<file path="config.mk">
export PLATFORM = sky130hd
export DESIGN_NAME = ata_div_cell
export DESIGN_NICKNAME = d
export VERILOG_FILES = /design/src/sv/accel_tilt_angle_defines.svh /design/src/sv/ata_pkg.sv /design/src/sv/ata_div_cell.sv
export SDC_FILE = /design/constraint.sdc
export NUM_CORES = 1
export LEC_CHECK = 0
export BUFFER_PORTS_ARGS = -buffer_cell sky130_fd_sc_hd__buf_4
export CAP_MARGIN = 40
export CORE_ASPECT_RATIO = 0.75
export CORE_MARGIN = 10
export CORE_UTILIZATION = 53
export CTS_BUF_LIST = sky130_fd_sc_hd__clkbuf_2
export CTS_CLUSTER_DIAMETER = 30
export CTS_CLUSTER_SIZE = 25
export DETAILED_ROUTE_END_ITERATION = 8
export GPL_ROUTABILITY_DRIVEN = 0
export GPL_TIMING_DRIVEN = 0
export PLACE_DENSITY = 0.86
export SETUP_SLACK_MARGIN = 0.2
export SLEW_MARGIN = 30
export SYNTH_ARGS = -nofsm -noshare
export SYNTH_HDL_FRONTEND = slang
export SYNTH_SLANG_ARGS = --single-unit
</file>
<file path="constraint.sdc">
create_clock -name clk_i -period 5.2 [get_ports clk_i]
set_input_delay 1.04 -clock clk_i [delete_from_list [all_inputs] [get_ports clk_i]]
set_output_delay 1.04 -clock clk_i [all_outputs]
set_load 0.05 [all_outputs]
</file>
<file path="src/sv/accel_tilt_angle_defines.svh">
// ----------------------------------------------------------------------------
// Accelerometer tilt angle assertion macros
// Shared property wrappers for the tilt angle pipeline.
// ----------------------------------------------------------------------------
`ifndef ACCEL_TILT_ANGLE_DEFINES_SVH
`define ACCEL_TILT_ANGLE_DEFINES_SVH

// same-cycle implication
`define ATA_ASSERT_IMPL(label, clk, rst_n, ante, cons, msg) \
  label: assert property (@(posedge clk) disable iff (!rst_n) (ante) |-> (cons)) \
    else $error(msg);

// next-cycle implication
`define ATA_ASSERT_NEXT(label, clk, rst_n, ante, cons, msg) \
  label: assert property (@(posedge clk) disable iff (!rst_n) (ante) |=> (cons)) \
    else $error(msg);

`endif

</file>
<file path="src/sv/ata_pkg.sv">
// ----------------------------------------------------------------------------
// Tilt angle package
// Request and response types, pipeline cell types and fixed constants.
// ----------------------------------------------------------------------------
package ata_pkg;

  typedef struct packed {
    logic signed [15:0] accel_x;
    logic signed [15:0] accel_z;
  } ata_req_t;

  typedef struct packed {
    logic signed [15:0] tilt_angle;
    logic               range_error;
  } ata_rsp_t;

  typedef enum logic [1:0] {
    CFG_X_RAW_MIN,
    CFG_X_RAW_MAX,
    CFG_Z_RAW_MIN,
    CFG_Z_RAW_MAX
  } cfg_idx_e;

  localparam logic signed [15:0] X_RAW_MIN_RST = -16'sd15924;
  localparam logic signed [15:0] X_RAW_MAX_RST = 16'sd16629;
  localparam logic signed [15:0] Z_RAW_MIN_RST = -16'sd17454;
  localparam logic signed [15:0] Z_RAW_MAX_RST = 16'sd15750;

  localparam int DIV_STEPS    = 32;
  localparam int NORM_STEPS   = 6;
  localparam int CORDIC_STEPS = 34;
  localparam int RND_STEPS    = 4;

  localparam int NRM_W = 41;
  localparam int CX_W  = 45;
  localparam int ANG_W = 36;
  localparam int NUM_W = 48;
  localparam int RN_W  = 49;

  // reciprocal estimate: quotient = ((x >> RND_PRE) * RND_RECIP) >> RND_SH
  localparam int RND_PRE = 21;
  localparam int RND_SH  = 31;
  localparam int PRD_W   = 45;

  localparam logic [32:0]        ANG_LIM    = 33'd6746518852;
  localparam logic [33:0]        PI_Q32     = 34'd13493037705;
  localparam logic [34:0]        RND_DIV    = 35'd26986075410;
  localparam logic [17:0]        RND_RECIP  = 18'd166886;
  localparam logic [14:0]        DEG_SCALE  = 15'd23040;
  localparam logic [13:0]        QUARTER    = 14'd11520;
  localparam logic signed [15:0] HALF_TURN  = 16'sd23040;
  localparam logic signed [33:0] SCALE_OFS  = 34'sd16384;

  typedef struct packed {
    logic [15:0] rem;
    logic [31:0] nq;
    logic [15:0] den;
    logic        neg;
  } div_lane_t;

  typedef struct packed {
    logic signed [CX_W-1:0]  cx;
    logic signed [CX_W-1:0]  cy;
    logic signed [ANG_W-1:0] ang;
  } cordic_t;

  typedef struct packed {
    logic err;
    logic zero;
    logic xneg;
    logic zneg;
  } flags_t;

  function automatic longint unsigned ata_udiv(input longint unsigned a,
                                               input longint unsigned b);
    longint unsigned rem;
    longint unsigned q;
    rem = 0;
    q   = 0;
    for (int k = 63; k >= 0; k--) begin
      rem = {rem[62:0], a[k]};
      if (rem >= b) begin
        rem  = rem - b;
        q[k] = 1'b1;
      end
    end
    return q;
  endfunction

  // atan(2^-i) in radians, 32 fraction bits
  function automatic longint ata_atan_step(input int i);
    longint acc;
    longint term;
    bit     neg;
    acc = 0;
    neg = 1'b0;
    if (i == 0) return 64'sd3373259426;
    for (int n = 1; i * n <= 60; n += 2) begin
      term = longint'(ata_udiv(64'd1 << (60 - i * n), longint'(n)));
      acc  = neg ? acc - term : acc + term;
      neg  = !neg;
    end
    return (acc + (64'sd1 <<< 27)) >>> 28;
  endfunction

endpackage

</file>
<file path="src/sv/ata_div_cell.sv">
// ----------------------------------------------------------------------------
// Tilt angle divider cell
// One restoring quotient bit per cell of the rescale divider chain.
// ----------------------------------------------------------------------------
module ata_div_cell import ata_pkg::*; (
  input  logic      clk_i,
  input  logic      en_i,
  input  div_lane_t lane_i,
  output div_lane_t lane_o
);

  logic [16:0] trial;
  logic        fit;
  div_lane_t   lane_d;
  div_lane_t   lane_q;

  always_comb begin
    trial       = {lane_i.rem, lane_i.nq[31]};
    fit         = trial >= {1'b0, lane_i.den};
    lane_d      = lane_i;
    lane_d.rem  = fit ? 16'(trial - {1'b0, lane_i.den}) : trial[15:0];
    lane_d.nq   = {lane_i.nq[30:0], fit};
  end

  always_ff @(posedge clk_i) begin
    if (en_i) lane_q <= lane_d;
  end

  assign lane_o = lane_q;

endmodule

</file>
After elaboration in Yosys (flattened, before gate mapping)
Cells that the tools add are included.
Cells by class
  muxes and demuxes: 1
  add/sub/neg operators: 1
  order comparisons: 1
Operators by type and width (count)
  >= comparator 17 x 16 -> 1 bit: 1
  two-way mux 16 bit: 1
  subtractor 16 bit: 1
Word-level totals
  bits in registers: 65
  word-level logic and storage cells: 7
  input port bits: 67
  output and inout bits: 65

Depth between registers and ports, before layout
Gate-level depths: netlist (run 1).
  depth after elaboration: 2
  mapped depth: 10
  mapped depth without buffers: 9

Worst setup path before layout (run 1)
Ideal clock, no wire load.
  path kind: input to register
  from: in lane_i[5] (netlist name)
  to: reg lane_q (netlist bit lane_o[57]) (data pin)
  stages: 9
  data required time: 4.940 ns
  slack: 1.995 ns
  arrival: 2.944 ns
  library setup time: 0.260 ns
  path buffers: 1
  cell sequence: inv_1 > ha_1 > a211oi_1 > o211ai_1 > o21ai_2 > o211ai_2 > a31oi_4 > buf_6 > mux2_4
RTL lines
  start: declaration: line ata_div_cell.sv:8  | input div_lane_t lane_i,
  end signal: assignment: line ata_div_cell.sv:26  | if (en_i) lane_q <= lane_d;
  end: declaration: line ata_div_cell.sv:15  | div_lane_t lane_q;

==> results of run 1 <==
## power by group through the flow
stage          Clock (W)  Combinational [W]  Sequential (W)
5_1_grt         0.000384           0.000495        0.000657
2_1_floorplan          0           0.000128        0.000845
3_3_place_gp           0           0.000460        0.000662
6_report        0.000351           0.000467        0.000652
3_5_place_dp           0           0.000468        0.000664
4_1_cts         0.000358           0.000469        0.000653
## per-stage QoR
step           total power [W]  hold slack [ns]  area, um^2  utilization, %
2_1_floorplan         0.000973             1.14        3100               -
4_1_cts                0.00148            0.682        4320            75.3
3_5_place_dp           0.00113             1.22        4180            72.8
5_1_grt                0.00154            0.630        4320            75.3
6_report               0.00147            0.709        4320            75.3
3_3_place_gp           0.00112             1.22        4180            72.8
## cells in the final DEF (no fill, tap or decap), drive strengths merged, types with 5 or more instances in the layout
cell type,netlist,routed
a211oi,5,5
a21o,7,7
nor2,12,12
ha,16,16
a21oi,14,14
buf,3,134
xnor2,6,6
clkbuf,1,11
o21ai,13,13
mux2,13,13
nand2,8,8
edfxtp,65,65
inv,22,23
## worst paths after layout
kind / slack (ns) / from / endpoint / cells past startpoint
setup / recovery: 2.09 / lane_i[1] / lane_o[61] / 9
hold / removal: 0.71 / lane_i[12] / lane_o[12] / 1
## cell usage after synthesis, types with 3 or more instances
cell       n
ha_1      16
edfxtp_1  65
a21o_1     7
inv_1     22
mux2_4     6
nand2_1    8
nor2b_1    3
nor2_1    12
xnor2_1    6
o21a_1     3
o21ai_0   12
a21oi_1   14
mux2_2     7
a211oi_1   5
nand3_1    3
xor2_1     3
## layer usage
| metal | track usage [%] | vias up | share of wire [%] |
|---|---|---|---|
| met5 | 0 | - | 0 |
| met4 | 4.78 | 0 | 0.78 |
| met3 | 8.60 | 7 | 12 |
| met2 | 26.5 | 110 | 45 |
| met1 | 20.5 | 1038 | 42 |
| li1 | - | 1117 | - |
## cell type report
cell class                      count  area share (%)
Sequential cell                    65            45.2
Multi-Input combinational cell    129            23.9
Timing Repair Buffer              131            22.8
Tap cell                           78            2.26
Clock inverter                      6            2.11
Inverter                           22            1.91
Clock buffer                       10            1.16
Buffer                              4           0.724
## worst max-delay path: cells and delay by family
| family | cells | cell delay [ns] |
|---|---|---|
| AO/OA/AOI/OAI | 4 | 1.17 |
| adder cells (fa/ha/maj) | 2 | 0.64 |
| AND/OR/NAND/NOR | 2 | 0.40 |
| buffers and inverters | 1 | 0.11 |
## kinds of logic after synthesis
family                     share of synthesized area, %
DFF                                                63.0
AOI/OAI and AO/OA                                  12.2
and+or+nand+nor                                    5.33
buffers and inverters                              3.68
adders and majority gates                          7.11
muxes                                              6.10
xor gates and xnor gates                           2.55
==> flow_metrics.env, run 1 <==
export IMPL_status="finished clean"
export IMPL_h_tree_depth=3
export IMPL_clk_pin_slew_ns=0.21
export IMPL_slew_violations=0
export IMPL_drtIter0Drc=131
export IMPL_crit_path_end_kind="flop"
export IMPL_via_per_inst=5.11
export IMPL_dp_hpwl_um=6470
export IMPL_ir_worst_vdd_mv=0.209
export IMPL_min_period_ns=3.11
export IMPL_cts_buffers=9
export IMPL_synth_area_leader_cell="edfxtp_1"
export IMPL_post_cts_resized=0
export IMPL_max_freq_mhz=322
export IMPL_powerDensity_nw_per_um2=340
export IMPL_pwr_share_clk_pct=23.9
export IMPL_sw_frac_of_total_pct=34.1
export IMPL_yosys_area_top_type_share_pct=63.0
export IMPL_power_switching_w=0.000502
export IMPL_combinationalPowerShare_pct=31.8
export IMPL_seq_power_share_pct=44.4
export IMPL_die_w_um=108
export IMPL_grt_max_degree=66
export IMPL_grt_overflow=0
export IMPL_detail_route_antenna_nets=0
export IMPL_avgSynthCellArea_um2=14.1
export IMPL_synthCells=220
export IMPL_hold_viol=0
export IMPL_critPathKind="in -> reg"
export IMPL_diodes=0
export IMPL_hp_class="in -> reg"
export IMPL_slowest_delay_ns=0.55
export IMPL_maxCapViolCount=0
export IMPL_cts_tree="done"
export IMPL_power_leakage_nw=1.92
export IMPL_cpMaxStageDelayCell="a211oi_1"
export IMPL_syn_to_final_growth_pct=39.5
export IMPL_synth_top_cells_by_area="edfxtp_1 63%, ha_1 6.5%, mux2_4 2.9%, inv_1 2.7%, mux2_2 2.5%"
export IMPL_crit_chain="buf_4 -> ha_1 -> fa_1 -> nor2b_1 -> o31ai_1 -> a211oi_1 -> nor2_1 -> a32o_1 -> o31a_1"
export IMPL_cp_max_fo=4
export IMPL_nets=446
export IMPL_largest_reg_flops=65
export IMPL_ys_seq_area_share_pct=63.0
export IMPL_row_count=24
export IMPL_grt_pass1_wl_um=12200
export IMPL_drive_gt1_share_pct=46.0
export IMPL_postCtsHoldBufs=0
export IMPL_cts_sinks=65
export IMPL_core_area_um2=5740
export IMPL_dieArea_um2=9330
export IMPL_clockBufferDepth=2
export IMPL_tightest_slew_ns=0.813
export IMPL_area_sequential_um2=1950
export IMPL_cp_required_ns=5.47
export IMPL_track_usage_pct=17.0
export IMPL_drt_total_wl_um=8180
export IMPL_fin_cells=445
export IMPL_setup_tns_ns=0
export IMPL_maxSlewHeadroom_pct=45.8
export IMPL_pin_count=132
export IMPL_post_cts_buffers=0
export IMPL_fin_crit_sh_pct=59.8
export IMPL_place_ws_ns=1.61
export IMPL_die_y_um=86.2
export IMPL_cp_arrival_ns=3.38
export IMPL_synth_net_count=304
export IMPL_yosysWarnings=0
export IMPL_multiInputGateArea_um2=1030
export IMPL_root_buffer="clkbuf_2"
export IMPL_synth_cell_types=39
export IMPL_synth_cell_area_um2=3100
export IMPL_ys_ff_latch=65
export IMPL_n_fill_cell=385
export IMPL_dr_pass1_iters=4
export IMPL_yosys_most_used_dff="edfxtp_1"
export IMPL_start_util_pct=54.0
export IMPL_synth_edf_count=65
export IMPL_grt_pass1_vias=2274
export IMPL_internal_power_w=0.000968
export IMPL_crit_path_start_kind="input port"
export IMPL_drc_errors=0
export IMPL_async_reset_ff_share_pct=0
export IMPL_rsz0062_at_grt="no"
export IMPL_finalSetupViolCount=0
export IMPL_setup_ws_ns=2.09
export IMPL_antenna_found_initial=0
export IMPL_wl_per_cell_um=18.4
export IMPL_place_inst=429
export IMPL_numPortBuffers=131
export IMPL_num_vias=2272
Note: power is estimated with default switching activity, not from simulation.
==> inputs of run 2 (changes only) <==
Settings changed: CORE_UTILIZATION 53 to 49, PLACE_DENSITY 0.86 to 0.8.
Clock period 5.2 ns to 3.05 ns, I/O delays scaled along.
==> flow_metrics.env, run 2 (synthesis results as in run 1) <==
export IMPL_syn_to_final_growth_pct=38.9
export IMPL_ir_worst_vdd_mv=0.290
export IMPL_rsz0062_at_grt="no"
export IMPL_internal_power_w=0.00157
export IMPL_dr_pass1_iters=5
export IMPL_place_ws_ns=-0.116
export IMPL_sw_frac_of_total_pct=35.6
export IMPL_finalSetupViolCount=0
export IMPL_maxSlewHeadroom_pct=46.4
export IMPL_post_cts_buffers=0
export IMPL_grt_overflow=0
export IMPL_final_common_cell="buf_4"
export IMPL_post_cts_resized=0
export IMPL_critPathKind="in -> reg"
export IMPL_die_w_um=112
export IMPL_final_cell_mix="133 x buf_4, 65 x edfxtp_1, 22 x inv_1, 16 x ha_1, 14 x a21oi_1"
export IMPL_drt_total_wl_um=7930
export IMPL_postCtsHoldBufs=0
export IMPL_cts_buffers=9
export IMPL_start_util_pct=51.8
export IMPL_numPortBuffers=131
export IMPL_status="finished clean"
export IMPL_num_vias=2267
export IMPL_cp_arrival_ns=2.94
export IMPL_h_tree_depth=3
export IMPL_min_period_ns=2.65
export IMPL_power_switching_w=0.000866
export IMPL_clockBufferDepth=2
export IMPL_grt_pass1_vias=2300
export IMPL_detail_route_antenna_nets=0
export IMPL_tightest_slew_ns=0.804
export IMPL_grt_pass1_wl_um=12100
export IMPL_n_fill_cell=423
export IMPL_maxCapViolCount=0
export IMPL_power_leakage_nw=1.92
export IMPL_fin_crit_sh_pct=87.0
export IMPL_grt_max_degree=66
export IMPL_cp_required_ns=3.34
export IMPL_seq_power_share_pct=45.6
export IMPL_slew_violations=0
export IMPL_crit_path_start_kind="input port"
export IMPL_setup_tns_ns=0
export IMPL_row_count=24
export IMPL_drive_gt1_share_pct=46.0
export IMPL_via_per_inst=5.09
export IMPL_wl_per_cell_um=17.8
export IMPL_diodes=0
export IMPL_drc_errors=0
export IMPL_track_usage_pct=15.6
export IMPL_combinationalPowerShare_pct=32.5
export IMPL_hp_class="in -> reg"
export IMPL_powerDensity_nw_per_um2=566
export IMPL_nets=446
export IMPL_dp_hpwl_um=6240
export IMPL_dieArea_um2=9930
export IMPL_cp_max_fo=10
export IMPL_die_y_um=88.8
export IMPL_core_area_um2=5980
export IMPL_root_buffer="clkbuf_2"
export IMPL_pwr_share_clk_pct=21.9
export IMPL_max_freq_mhz=377
export IMPL_pin_count=132
export IMPL_cts_sinks=65
export IMPL_hold_viol=0
export IMPL_largest_reg_flops=65
export IMPL_drtIter0Drc=125
export IMPL_cts_tree="done"
export IMPL_antenna_found_initial=0
export IMPL_crit_path_end_kind="flop"
export IMPL_setup_ws_ns=0.397
export IMPL_clk_pin_slew_ns=0.20
## run 2: worst paths after layout
check	start	to	cells past startpoint
setup / recovery	lane_i[5]	lane_o[59]	10
hold / removal	lane_i[41]	lane_o[42]	1
## run 2: worst max-delay path: stages
cell and delay, ns:
buf_4 0.09, inv_1 0.03, ha_1 0.36, a211oi_1 0.36, o211ai_1 0.18, o21ai_2 0.23
o211ai_2 0.15, a31oi_4 0.38, buf_6 0.23, mux2_4 0.31
## run 2: per-layer routing
metal / up-vias / share of wire [%] / global-route usage [%]
li1: 1112 / - / -
met1: 1027 / 42 / 17.7
met2: 118 / 44 / 25.0
met3: 10 / 13 / 9.26
met4: 0 / 0.88 / 3.49
met5: - / 0 / 0
## run 2: area by class of cell
type | count | area [um^2] | share of cell area [%]
buffer | 4 | 31.3 | 0.727
clock buffer | 9 | 45.0 | 1.05
clock inverter | 7 | 78.8 | 1.83
inverter | 22 | 82.6 | 1.92
multi-input combinational | 129 | 1030 | 24.0
sequential | 65 | 1950 | 45.4
tap | 78 | 97.6 | 2.27
timing repair buffer | 131 | 983 | 22.9
## run 2: stage by stage
| step | hold slack, ns | utilization (%) | power, W | instances | instance area (um^2) |
|---|---|---|---|---|---|
| 2_1_floorplan | 0.709 | - | 0.00166 | 220 | 3100 |
| 3_3_place_gp | 0.788 | 69.9 | 0.00191 | 429 | 4180 |
| 3_5_place_dp | 0.789 | 69.9 | 0.00193 | 429 | 4180 |
| 4_1_cts | 0.216 | 72.0 | 0.00246 | 445 | 4300 |
| 5_1_grt | 0.182 | 72.0 | 0.00255 | 445 | 4300 |
| 6_report | 0.258 | 72.0 | 0.00244 | 445 | 4300 |
## run 2: power by group through the flow
stage | logic [W] | registers [W] | clock network [W]
floorplan | 0.000219 | 0.00144 | 0
global placement | 0.000785 | 0.00113 | 0
detailed placement | 0.000795 | 0.00113 | 0
CTS | 0.000797 | 0.00111 | 0.000554
global route | 0.000839 | 0.00112 | 0.000590
finish | 0.000791 | 0.00111 | 0.000534
