## config.mk

```make
export PLATFORM = sky130hd
export DESIGN_NAME = ata_cordic_cell
export DESIGN_NICKNAME = d
export VERILOG_FILES = /design/src/sv/accel_tilt_angle_defines.svh /design/src/sv/ata_pkg.sv /design/src/sv/ata_cordic_cell.sv
export SDC_FILE = /design/constraint.sdc
export NUM_CORES = 1
export LEC_CHECK = 0
export BUFFER_PORTS_ARGS = -buffer_cell sky130_fd_sc_hd__buf_2
export CORE_MARGIN = 5
export CORE_UTILIZATION = 40
export DETAILED_ROUTE_END_ITERATION = 6
export GPL_TIMING_DRIVEN = 0
export PLACE_DENSITY = 0.65
export SLEW_MARGIN = 25
export SYNTH_ARGS = -nofsm -noshare
export SYNTH_HDL_FRONTEND = slang
export SYNTH_SLANG_ARGS = --single-unit
```

## constraint.sdc

```tcl
create_clock -name clk_i -period 5.4 [get_ports clk_i]
set_clock_uncertainty 0.05 [all_clocks]
set_input_delay 0 -clock clk_i [delete_from_list [all_inputs] [get_ports clk_i]]
set_output_delay 0 -clock clk_i [all_outputs]
set_load 0.005 [all_outputs]
```

## src/sv/accel_tilt_angle_defines.svh

```systemverilog
// ----------------------------------------------------------------------------
// Accelerometer tilt angle assertion macros
// Shared property wrappers for the tilt angle pipeline.
// ----------------------------------------------------------------------------
`ifndef ACCEL_TILT_ANGLE_DEFINES_SVH
`define ACCEL_TILT_ANGLE_DEFINES_SVH

// same-cycle implication
`define ATA_ASSERT_IMPL(label, clk, rst_n, ante, cons, msg) \
  label: assert property (@(posedge clk) disable iff (!rst_n) (ante) |-> (cons)) \
    else $error(msg);

// next-cycle implication
`define ATA_ASSERT_NEXT(label, clk, rst_n, ante, cons, msg) \
  label: assert property (@(posedge clk) disable iff (!rst_n) (ante) |=> (cons)) \
    else $error(msg);

`endif

```

## src/sv/ata_pkg.sv

```systemverilog
// ----------------------------------------------------------------------------
// Tilt angle package
// Request and response types, pipeline cell types and fixed constants.
// ----------------------------------------------------------------------------
package ata_pkg;

  typedef struct packed {
    logic signed [15:0] accel_x;
    logic signed [15:0] accel_z;
  } ata_req_t;

  typedef struct packed {
    logic signed [15:0] tilt_angle;
    logic               range_error;
  } ata_rsp_t;

  typedef enum logic [1:0] {
    CFG_X_RAW_MIN,
    CFG_X_RAW_MAX,
    CFG_Z_RAW_MIN,
    CFG_Z_RAW_MAX
  } cfg_idx_e;

  localparam logic signed [15:0] X_RAW_MIN_RST = -16'sd15924;
  localparam logic signed [15:0] X_RAW_MAX_RST = 16'sd16629;
  localparam logic signed [15:0] Z_RAW_MIN_RST = -16'sd17454;
  localparam logic signed [15:0] Z_RAW_MAX_RST = 16'sd15750;

  localparam int DIV_STEPS    = 32;
  localparam int NORM_STEPS   = 6;
  localparam int CORDIC_STEPS = 34;
  localparam int RND_STEPS    = 4;

  localparam int NRM_W = 41;
  localparam int CX_W  = 45;
  localparam int ANG_W = 36;
  localparam int NUM_W = 48;
  localparam int RN_W  = 49;

  // reciprocal estimate: quotient = ((x >> RND_PRE) * RND_RECIP) >> RND_SH
  localparam int RND_PRE = 21;
  localparam int RND_SH  = 31;
  localparam int PRD_W   = 45;

  localparam logic [32:0]        ANG_LIM    = 33'd6746518852;
  localparam logic [33:0]        PI_Q32     = 34'd13493037705;
  localparam logic [34:0]        RND_DIV    = 35'd26986075410;
  localparam logic [17:0]        RND_RECIP  = 18'd166886;
  localparam logic [14:0]        DEG_SCALE  = 15'd23040;
  localparam logic [13:0]        QUARTER    = 14'd11520;
  localparam logic signed [15:0] HALF_TURN  = 16'sd23040;
  localparam logic signed [33:0] SCALE_OFS  = 34'sd16384;

  typedef struct packed {
    logic [15:0] rem;
    logic [31:0] nq;
    logic [15:0] den;
    logic        neg;
  } div_lane_t;

  typedef struct packed {
    logic signed [CX_W-1:0]  cx;
    logic signed [CX_W-1:0]  cy;
    logic signed [ANG_W-1:0] ang;
  } cordic_t;

  typedef struct packed {
    logic err;
    logic zero;
    logic xneg;
    logic zneg;
  } flags_t;

  function automatic longint unsigned ata_udiv(input longint unsigned a,
                                               input longint unsigned b);
    longint unsigned rem;
    longint unsigned q;
    rem = 0;
    q   = 0;
    for (int k = 63; k >= 0; k--) begin
      rem = {rem[62:0], a[k]};
      if (rem >= b) begin
        rem  = rem - b;
        q[k] = 1'b1;
      end
    end
    return q;
  endfunction

  // atan(2^-i) in radians, 32 fraction bits
  function automatic longint ata_atan_step(input int i);
    longint acc;
    longint term;
    bit     neg;
    acc = 0;
    neg = 1'b0;
    if (i == 0) return 64'sd3373259426;
    for (int n = 1; i * n <= 60; n += 2) begin
      term = longint'(ata_udiv(64'd1 << (60 - i * n), longint'(n)));
      acc  = neg ? acc - term : acc + term;
      neg  = !neg;
    end
    return (acc + (64'sd1 <<< 27)) >>> 28;
  endfunction

endpackage

```

## src/sv/ata_cordic_cell.sv

```systemverilog
// ----------------------------------------------------------------------------
// Tilt angle CORDIC cell
// One vectoring rotation with its fixed arctangent step.
// ----------------------------------------------------------------------------
module ata_cordic_cell import ata_pkg::*; #(
  parameter int Step = 0
) (
  input  logic    clk_i,
  input  logic    en_i,
  input  cordic_t vec_i,
  output cordic_t vec_o
);

  localparam logic signed [ANG_W-1:0] AtanStep = ANG_W'(ata_atan_step(Step));

  logic signed [CX_W-1:0]  cx;
  logic signed [CX_W-1:0]  cy;
  logic signed [ANG_W-1:0] ang;
  logic signed [CX_W-1:0]  dx;
  logic signed [CX_W-1:0]  dy;
  cordic_t                 vec_d;
  cordic_t                 vec_q;

  always_comb begin
    cx  = vec_i.cx;
    cy  = vec_i.cy;
    ang = vec_i.ang;
    dx  = cy >>> Step;
    dy  = cx >>> Step;
    if (cy > 0) begin
      vec_d.cx  = cx + dx;
      vec_d.cy  = cy - dy;
      vec_d.ang = ang + AtanStep;
    end else begin
      vec_d.cx  = cx - dx;
      vec_d.cy  = cy + dy;
      vec_d.ang = ang - AtanStep;
    end
  end

  always_ff @(posedge clk_i) begin
    if (en_i) vec_q <= vec_d;
  end

  assign vec_o = vec_q;

endmodule

```

-- After elaboration in Yosys (flattened, before gate mapping)
Index checks and enable logic that the tools add are counted.
- bits in registers: 126
- input port bits: 128
- logic and storage cells: 10
- add/subtract/negate cells: 5
- $lt $le $gt $ge: 1
- muxes and demuxes: 1
- operator list (operator ; count):
    126-bit two-way mux ; 1
    45-bit subtractor ; 2
    45-bit adder ; 1
    45-bit by 1-bit greater-than comparator with 1-bit output, second input constant ; 1
    36-bit by 33-bit adder with 36-bit output, second input constant ; 1
    36-bit by 33-bit subtractor with 36-bit output, second input constant ; 1

-- Longest topological paths before layout
Gate-level depths: netlist (run 1).
- word-level depth: 2
- depth in mapped cells: 19

-- Least setup slack after synthesis (run 1)
OpenSTA, ideal clock, no wires.
- kind: input to register
- start point: input vec_i[51] in the netlist's numbering
- end point: register vec_q (netlist bit vec_o[34]) (data pin)
- library setup time: 0.258 ns
- data arrival time: 3.978 ns
- required time: 5.092 ns
- slack: 1.114 ns
- stages on the path: 17
- buffers on the path: 2
- cell sequence: nor4_1 nand4_1 nor3_1 or2_2 clkbuf_1 buf_1 ha_1 a21o_1 a21oi_1 nor4_1 o311a_1 o221ai_2 a21boi_1 a31o_2 a21bo_2 a41oi_2 xnor2_1
- RTL lines (item ; RTL line ; RTL):
    start: declaration ; ata_cordic_cell.sv:10 ; input cordic_t vec_i,
    end signal: assignment ; ata_cordic_cell.sv:42 ; if (en_i) vec_q <= vec_d;
    end: declaration ; ata_cordic_cell.sv:22 ; cordic_t vec_q;

==> results of run 1 <==
## power groups by stage
stage                     combinational (mW)  sequential (mW)  clock, mW
after floorplan                        0.936             1.38          0
after global placement                  1.57             1.35          0
after detailed placement                1.58             1.36          0
after CTS                               1.60             1.34       1.14
after global routing                    1.75             1.35       1.18
final                                   1.62             1.33       1.12
## repair_timing
action                                  in CTS  in global routing
setup buffers                                0                  0
hold endpoints to repair                    57                  0
hold buffers                                 9                  0
resized for setup                            0                  2
endpoints found under the setup margin       0                  1
## worst max path at each step
stage	from	endpoint
after floorplan	vec_i[51]	vec_o[34]
after global placement	vec_i[47]	vec_o[29]
after detailed placement	vec_i[47]	vec_o[29]
after CTS	vec_i[47]	vec_o[29]
after global routing	vec_i[47]	vec_o[34]
final	vec_i[47]	vec_o[34]
## cells by family after synthesis
group | share of synthesized area
flip-flops | 0.276
adder cells (fa/ha/maj) | 0.157
AO/OA/AOI/OAI | 0.266
multiplexers | 0.0171
AND/OR/NAND/NOR | 0.144
XOR/XNOR | 0.0772
buffers and inverters | 0.0635
## area by class of cell
cell class / instances / area [sq um]
Fill cell: 3337 / 17400
Buffer: 70 / 305
Timing Repair Buffer: 265 / 1440
Tap cell: 448 / 561
Clock buffer: 17 / 425
Clock inverter: 15 / 124
Inverter: 149 / 564
Sequential cell: 125 / 3750
Multi-Input combinational cell: 1278 / 9000
## synthesized netlist by cell type (21+ instances only)
cell type  number
a21o_1         44
a21oi_1       208
clkbuf_1       39
edfxtp_1      125
ha_1          165
inv_1         144
mux2i_1        21
nand2_1       114
nand3_1        23
nand4_1        26
nor2_1        114
nor3_1         29
nor4_1         33
o21ai_0       102
o21bai_1       46
xnor2_1       100
## layer usage
metal,vias to the layer above,wire length (microns),global-route usage
met3,111,4150,0.0492
met4,8,1620,0.0919
met1,6553,22500,0.352
li1,6455,-,-
met2,660,23800,0.431
met5,-,40,0
## metrics by stage
step           utilization  total power [mW]
2_1_floorplan            -              2.31
3_3_place_gp         0.460              2.93
3_5_place_dp         0.462              2.93
4_1_cts              0.481              4.07
5_1_grt              0.481              4.28
6_report             0.481              4.08
==> run_results.csv, run 1 <==
group,metric,value,unit
sta,finalHoldViolations,0,
place,dp_slack,-0.286,ns
synthesis,synthCells,1622,
floorplanning,start_util,0.405,
clock_tree,clk_pin_slew,0.06,ns
finish,syn_to_final_growth,18.8,%
detailed_routing,avgViaCountPerCell,5.82,
detailed_routing,drc,0,
finish,largest_reg_flops,125,
sta,timing.fmax,191,MHz
power,peakVddDrop,0.246,mV
power,p_per_area,252,nW/um^2
place,hpwl,41900,microns
detailed_routing,postRouteAntennaNets,0,
place,gp_congestion,1.00,
finish,final_common_cell,"buf_2",
floorplanning,die_height,195,microns
synthesis,ys_seq_area_frac,0.276,
critical_path,cp-end-kind,"register",
floorplanning,rows,67,
floorplanning,coreArea,33600,sq um
critical_path,crit_cells,19,
clock_tree,cts_max_path_buffers,2,
synthesis,yosys_warnings,0,
global_route,grt_overflow_total,0,
floorplanning,die_w,195,microns
critical_path,critical_path.max_fanout,18,
global_route,antenna_found_initial,4,
sta,slew_headroom,0.281,
finish,finalNetCount,2203,
critical_path,crit_buf_inv,5,
worst_hold_path,hold_start,"vec_i[10]",
detailed_routing,drt_wl_total,52000,microns
sta,drv_slew,0,
critical_path,critPathMaxStageDelay,0.59,ns
synthesis,synth.avg_cell_area,8.40,sq um
sta,layout_min_cycle_time,5.24,ns
floorplanning,fp.dieArea,37800,sq um
sta,fin_ws,0.164,ns
detailed_routing,wl_per_cell,22.0,microns
detailed_routing,vias,13800,
global_route,grtUsageTotal,0.264,
sta,finalSetupTns,0,ns
clock_tree,cts_buffers,17,
synthesis,synth_area_leaders,"edfxtp_1 28%, ha_1 15%, a21oi_1 7.6%, xnor2_1 6.4%, inv_1 4.0%",
place,dp_cells,2326,
sta,rsz0062_at_grt,"false",
finish,drive_above_1_share,0.181,
global_route,grt_max_degree,79,
synthesis,synthArstFlopShare,0,
global_route,grt_pass1_vias,13500,
finish,antenna_cells,0,
worst_hold_path,hold_end,"vec_o[10]",
place,place_area,15500,sq um
power,seq_power_share,0.327,
power,power_frac_comb,0.397,
outcome,run_status,"finished clean",
synthesis,synthFlopType,"edfxtp_1",
sta,finalCritPeriodShare,0.970,
sta,max_slew.worst_pin.slew,1.08,ns
place,io_buffers,253,
sta,final-setup-viol-count,0,
finish,finalNonFillerCells,2367,
power,clkPwrFrac,0.276,
critical_path,cp-start-kind,"primary input",
detailed_routing,first_iter_violations,1282,
synthesis,synth-edff-count,125,
critical_path,worstSetupPathType,"in -> reg",
critical_path,arrival,5.38,ns
critical_path,path_cells,"buf_2 -> nor4_1 -> nand4_1 -> nor3_1 -> or2_2 -> inv_1 -> clkbuf_1 -> buf_2 -> buf_16 -> ha_1 -> nand3_1 -> nor4_1 -> o311a_1 -> o221ai_2 -> a21boi_1 -> a31o_2 -> a21bo_2 -> a41oi_2 -> xnor2_1",
synthesis,syn_area,13600,sq um
clock_tree,clkSinkCount,125,
global_route,grt_first_pass_wirelength,78900,microns
clock_tree,htree_levels,4,
synthesis,yosysTopAreaCell,"edfxtp_1",
worst_hold_path,whs_path_depth,3,
synthesis,synth_seq_cells,125,
detailed_routing,first_pass_iters,6,
power,power_leakage,7.12,nW
clock_tree,root_buffer,"clkbuf_16",
worst_hold_path,hold_class,"in -> reg",
finish,design_area,16200,sq um
power,p_sw_frac,0.377,
finish,final_cell_mix,"265 x buf_2, 208 x a21oi_1, 165 x ha_1, 144 x inv_1, 125 x edfxtp_1",
critical_path,slowest_stage,"nor4_1",
synthesis,yosysTopAreaCellShare,0.276,
floorplanning,ios,254,
sta,hold_slack,0.0157,ns
critical_path,cp.required,5.54,ns
critical_path,cpLargestDelayFamily,"simple AND/OR/NAND/NOR gates",
flow_run,cap_violations,0,
synthesis,synthesis.nets,1919,
power,p_sw,1.54,mW
power,p_int,2.54,mW
synthesis,ys_types,89,
clock_tree,cts_tree,"yes",
Note: power is estimated with default switching activity, not from simulation.
==> run 2: changes to the inputs <==
--- a/config.mk
+++ b/config.mk
@@ -11,6 +11,7 @@
 export DETAILED_ROUTE_END_ITERATION = 6
 export GPL_TIMING_DRIVEN = 0
 export PLACE_DENSITY = 0.65
+export REMOVE_ABC_BUFFERS = 1
 export SLEW_MARGIN = 25
 export SYNTH_ARGS = -nofsm -noshare
 export SYNTH_HDL_FRONTEND = slang
==> run 2 against run 1 <==
Net effect: combinational power is 4% lower; worst setup slack better by 0.081 ns; global-route usage is 3.0 points lower; final area is 1.4% lower; wire length is 11% lower; sequential share of layout area is 0.32 points higher; hold slack better by 0.0032 ns; critical path depth is 1 lower; utilization is 0.65 points lower; cell count is 2.7% lower; first-iteration DRC count is 8.6% lower; critical path type unchanged; highest routed layer unchanged.
==> run_results.csv, run 2 (synthesis gave the netlist of run 1 again) <==
group,metric,value,unit
global_route,grt_pass1_vias,12900,
power,p_sw,1.45,mW
critical_path,cp-start-kind,"primary input",
detailed_routing,avgViaCountPerCell,5.71,
power,p_int,2.63,mW
worst_hold_path,whs_path_depth,3,
sta,max_slew.worst_pin.slew,0.814,ns
critical_path,slowest_stage,"nor4_1",
sta,rsz0062_at_grt,"false",
finish,largest_reg_flops,125,
floorplanning,die_w,195,microns
clock_tree,cts_max_path_buffers,2,
finish,final_common_cell,"buf_2",
global_route,grt_max_degree,77,
flow_run,cap_violations,0,
sta,timing.fmax,194,MHz
place,place_area,15200,sq um
power,p_per_area,256,nW/um^2
sta,drv_slew,0,
floorplanning,rows,67,
critical_path,worstSetupPathType,"in -> reg",
detailed_routing,wl_per_cell,20.1,microns
place,hpwl,36900,microns
critical_path,cp.required,5.53,ns
sta,finalHoldViolations,0,
clock_tree,clk_pin_slew,0.06,ns
detailed_routing,postRouteAntennaNets,0,
critical_path,cp-end-kind,"register",
power,power_frac_comb,0.379,
clock_tree,htree_levels,4,
sta,layout_min_cycle_time,5.15,ns
power,peakVddDrop,0.232,mV
place,gp_congestion,0.955,
floorplanning,coreArea,33600,sq um
floorplanning,start_util,0.405,
critical_path,cpLargestDelayFamily,"simple AND/OR/NAND/NOR gates",
power,clkPwrFrac,0.293,
finish,fill_cells,3435,
finish,drive_above_1_share,0.179,
floorplanning,fp.dieArea,37800,sq um
power,power_leakage,7.01,nW
worst_hold_path,hold_class,"in -> reg",
global_route,grt_first_pass_wirelength,71100,microns
finish,finalNetCount,2134,
finish,multi_input_area,9020,sq um
outcome,run_status,"finished clean",
finish,design_area,16000,sq um
place,io_buffers,253,
worst_hold_path,hold_end,"vec_o[80]",
global_route,grtUsageTotal,0.234,
detailed_routing,drc,0,
sta,fin_ws,0.245,ns
detailed_routing,first_pass_iters,5,
critical_path,crit_buf_inv,4,
global_route,grt_overflow_total,0,
detailed_routing,first_iter_violations,1172,
clock_tree,root_buffer,"clkbuf_16",
floorplanning,ios,254,
worst_hold_path,hold_start,"vec_i[125]",
power,seq_power_share,0.328,
critical_path,critPathMaxStageDelay,0.50,ns
sta,finalCritPeriodShare,0.955,
sta,final-setup-viol-count,0,
critical_path,arrival,5.29,ns
finish,final_cell_mix,"252 x buf_2, 208 x a21oi_1, 165 x ha_1, 143 x inv_1, 125 x edfxtp_1",
global_route,antenna_found_initial,6,
floorplanning,die_height,195,microns
critical_path,path_cells,"buf_2 -> nor4_2 -> nand4_1 -> nor3_1 -> or2_4 -> buf_12 -> inv_6 -> buf_16 -> ha_1 -> nand3_1 -> nor4_1 -> o311a_1 -> o221ai_2 -> a21boi_1 -> a31o_2 -> a21bo_2 -> a41oi_2 -> xnor2_1",
critical_path,critical_path.max_fanout,63,
finish,syn_to_final_growth,17.2,%
power,p_sw_frac,0.356,
detailed_routing,drt_wl_total,46400,microns
clock_tree,cts_buffers,17,
clock_tree,cts_tree,"yes",
sta,slew_headroom,0.457,
place,dp_slack,-0.493,ns
detailed_routing,vias,13100,
clock_tree,clkSinkCount,125,
finish,regArea,3750,sq um
run 2: area by class of cell:
| type | instances | area share |
|---|---|---|
| multi-input cells | 1279 | 0.566 |
| flip-flops and latches | 125 | 0.235 |
| repair buffers | 265 | 0.0903 |
| inverters | 149 | 0.0357 |
| well taps | 448 | 0.0351 |
| clock buffers | 18 | 0.0269 |
| clock inverters | 14 | 0.0105 |
| diodes | 5 | 0.000784 |
run 2: timing repair:
item	CTS	global route
cloned	0	1
pin swaps	0	1
endpoints found under the setup margin	1	2
resized for setup	1	1
buffers inserted	0	0
hold buffers	9	0
endpoints found under the hold margin	57	0
run 2: metal layers:
metal / wire (microns) / GRT usage / up-vias
li1: - / - / 6318
met1: 20200 / 0.312 / 6217
met2: 21300 / 0.378 / 532
met3: 3570 / 0.0452 / 71
met4: 1240 / 0.0831 / 4
met5: 23 / 0 / -
run 2: power by group through the flow:
stage          Clock (mW)  Combinational [mW]  Sequential, mW
3_3_place_gp            0                1.50            1.36
5_1_grt              1.27                1.69            1.35
4_1_cts              1.22                1.53            1.34
2_1_floorplan           0               0.919            1.38
6_report             1.20                1.55            1.34
3_5_place_dp            0                1.52            1.36
run 2: stage by stage:
step                 util  std cells  power, mW  hold slack (ns)  setup TNS [ns]
floorplan               -       1552       2.30           0.0489           -2.39
global placement    0.451       2253       2.86            0.127         -190.00
detailed placement  0.453       2256       2.87            0.128           -2.12
CTS                 0.474       2297       4.10          0.00829               0
global route        0.475       2302       4.31           0.0341               0
finish              0.475       2303       4.08           0.0189               0
run 2: worst max-delay path by stage:
stage,start,to,slack (ns),depth (start not counted)
final,vec_i[47],vec_o[34],0.25,18
after global routing,vec_i[47],vec_o[34],0.01,18
after CTS,vec_i[47],vec_o[34],0.22,18
after detailed placement,vec_i[47],vec_o[34],-0.49,18
after global placement,vec_i[47],vec_o[34],-3.98,16
after floorplan,vec_i[51],vec_o[34],-0.49,16
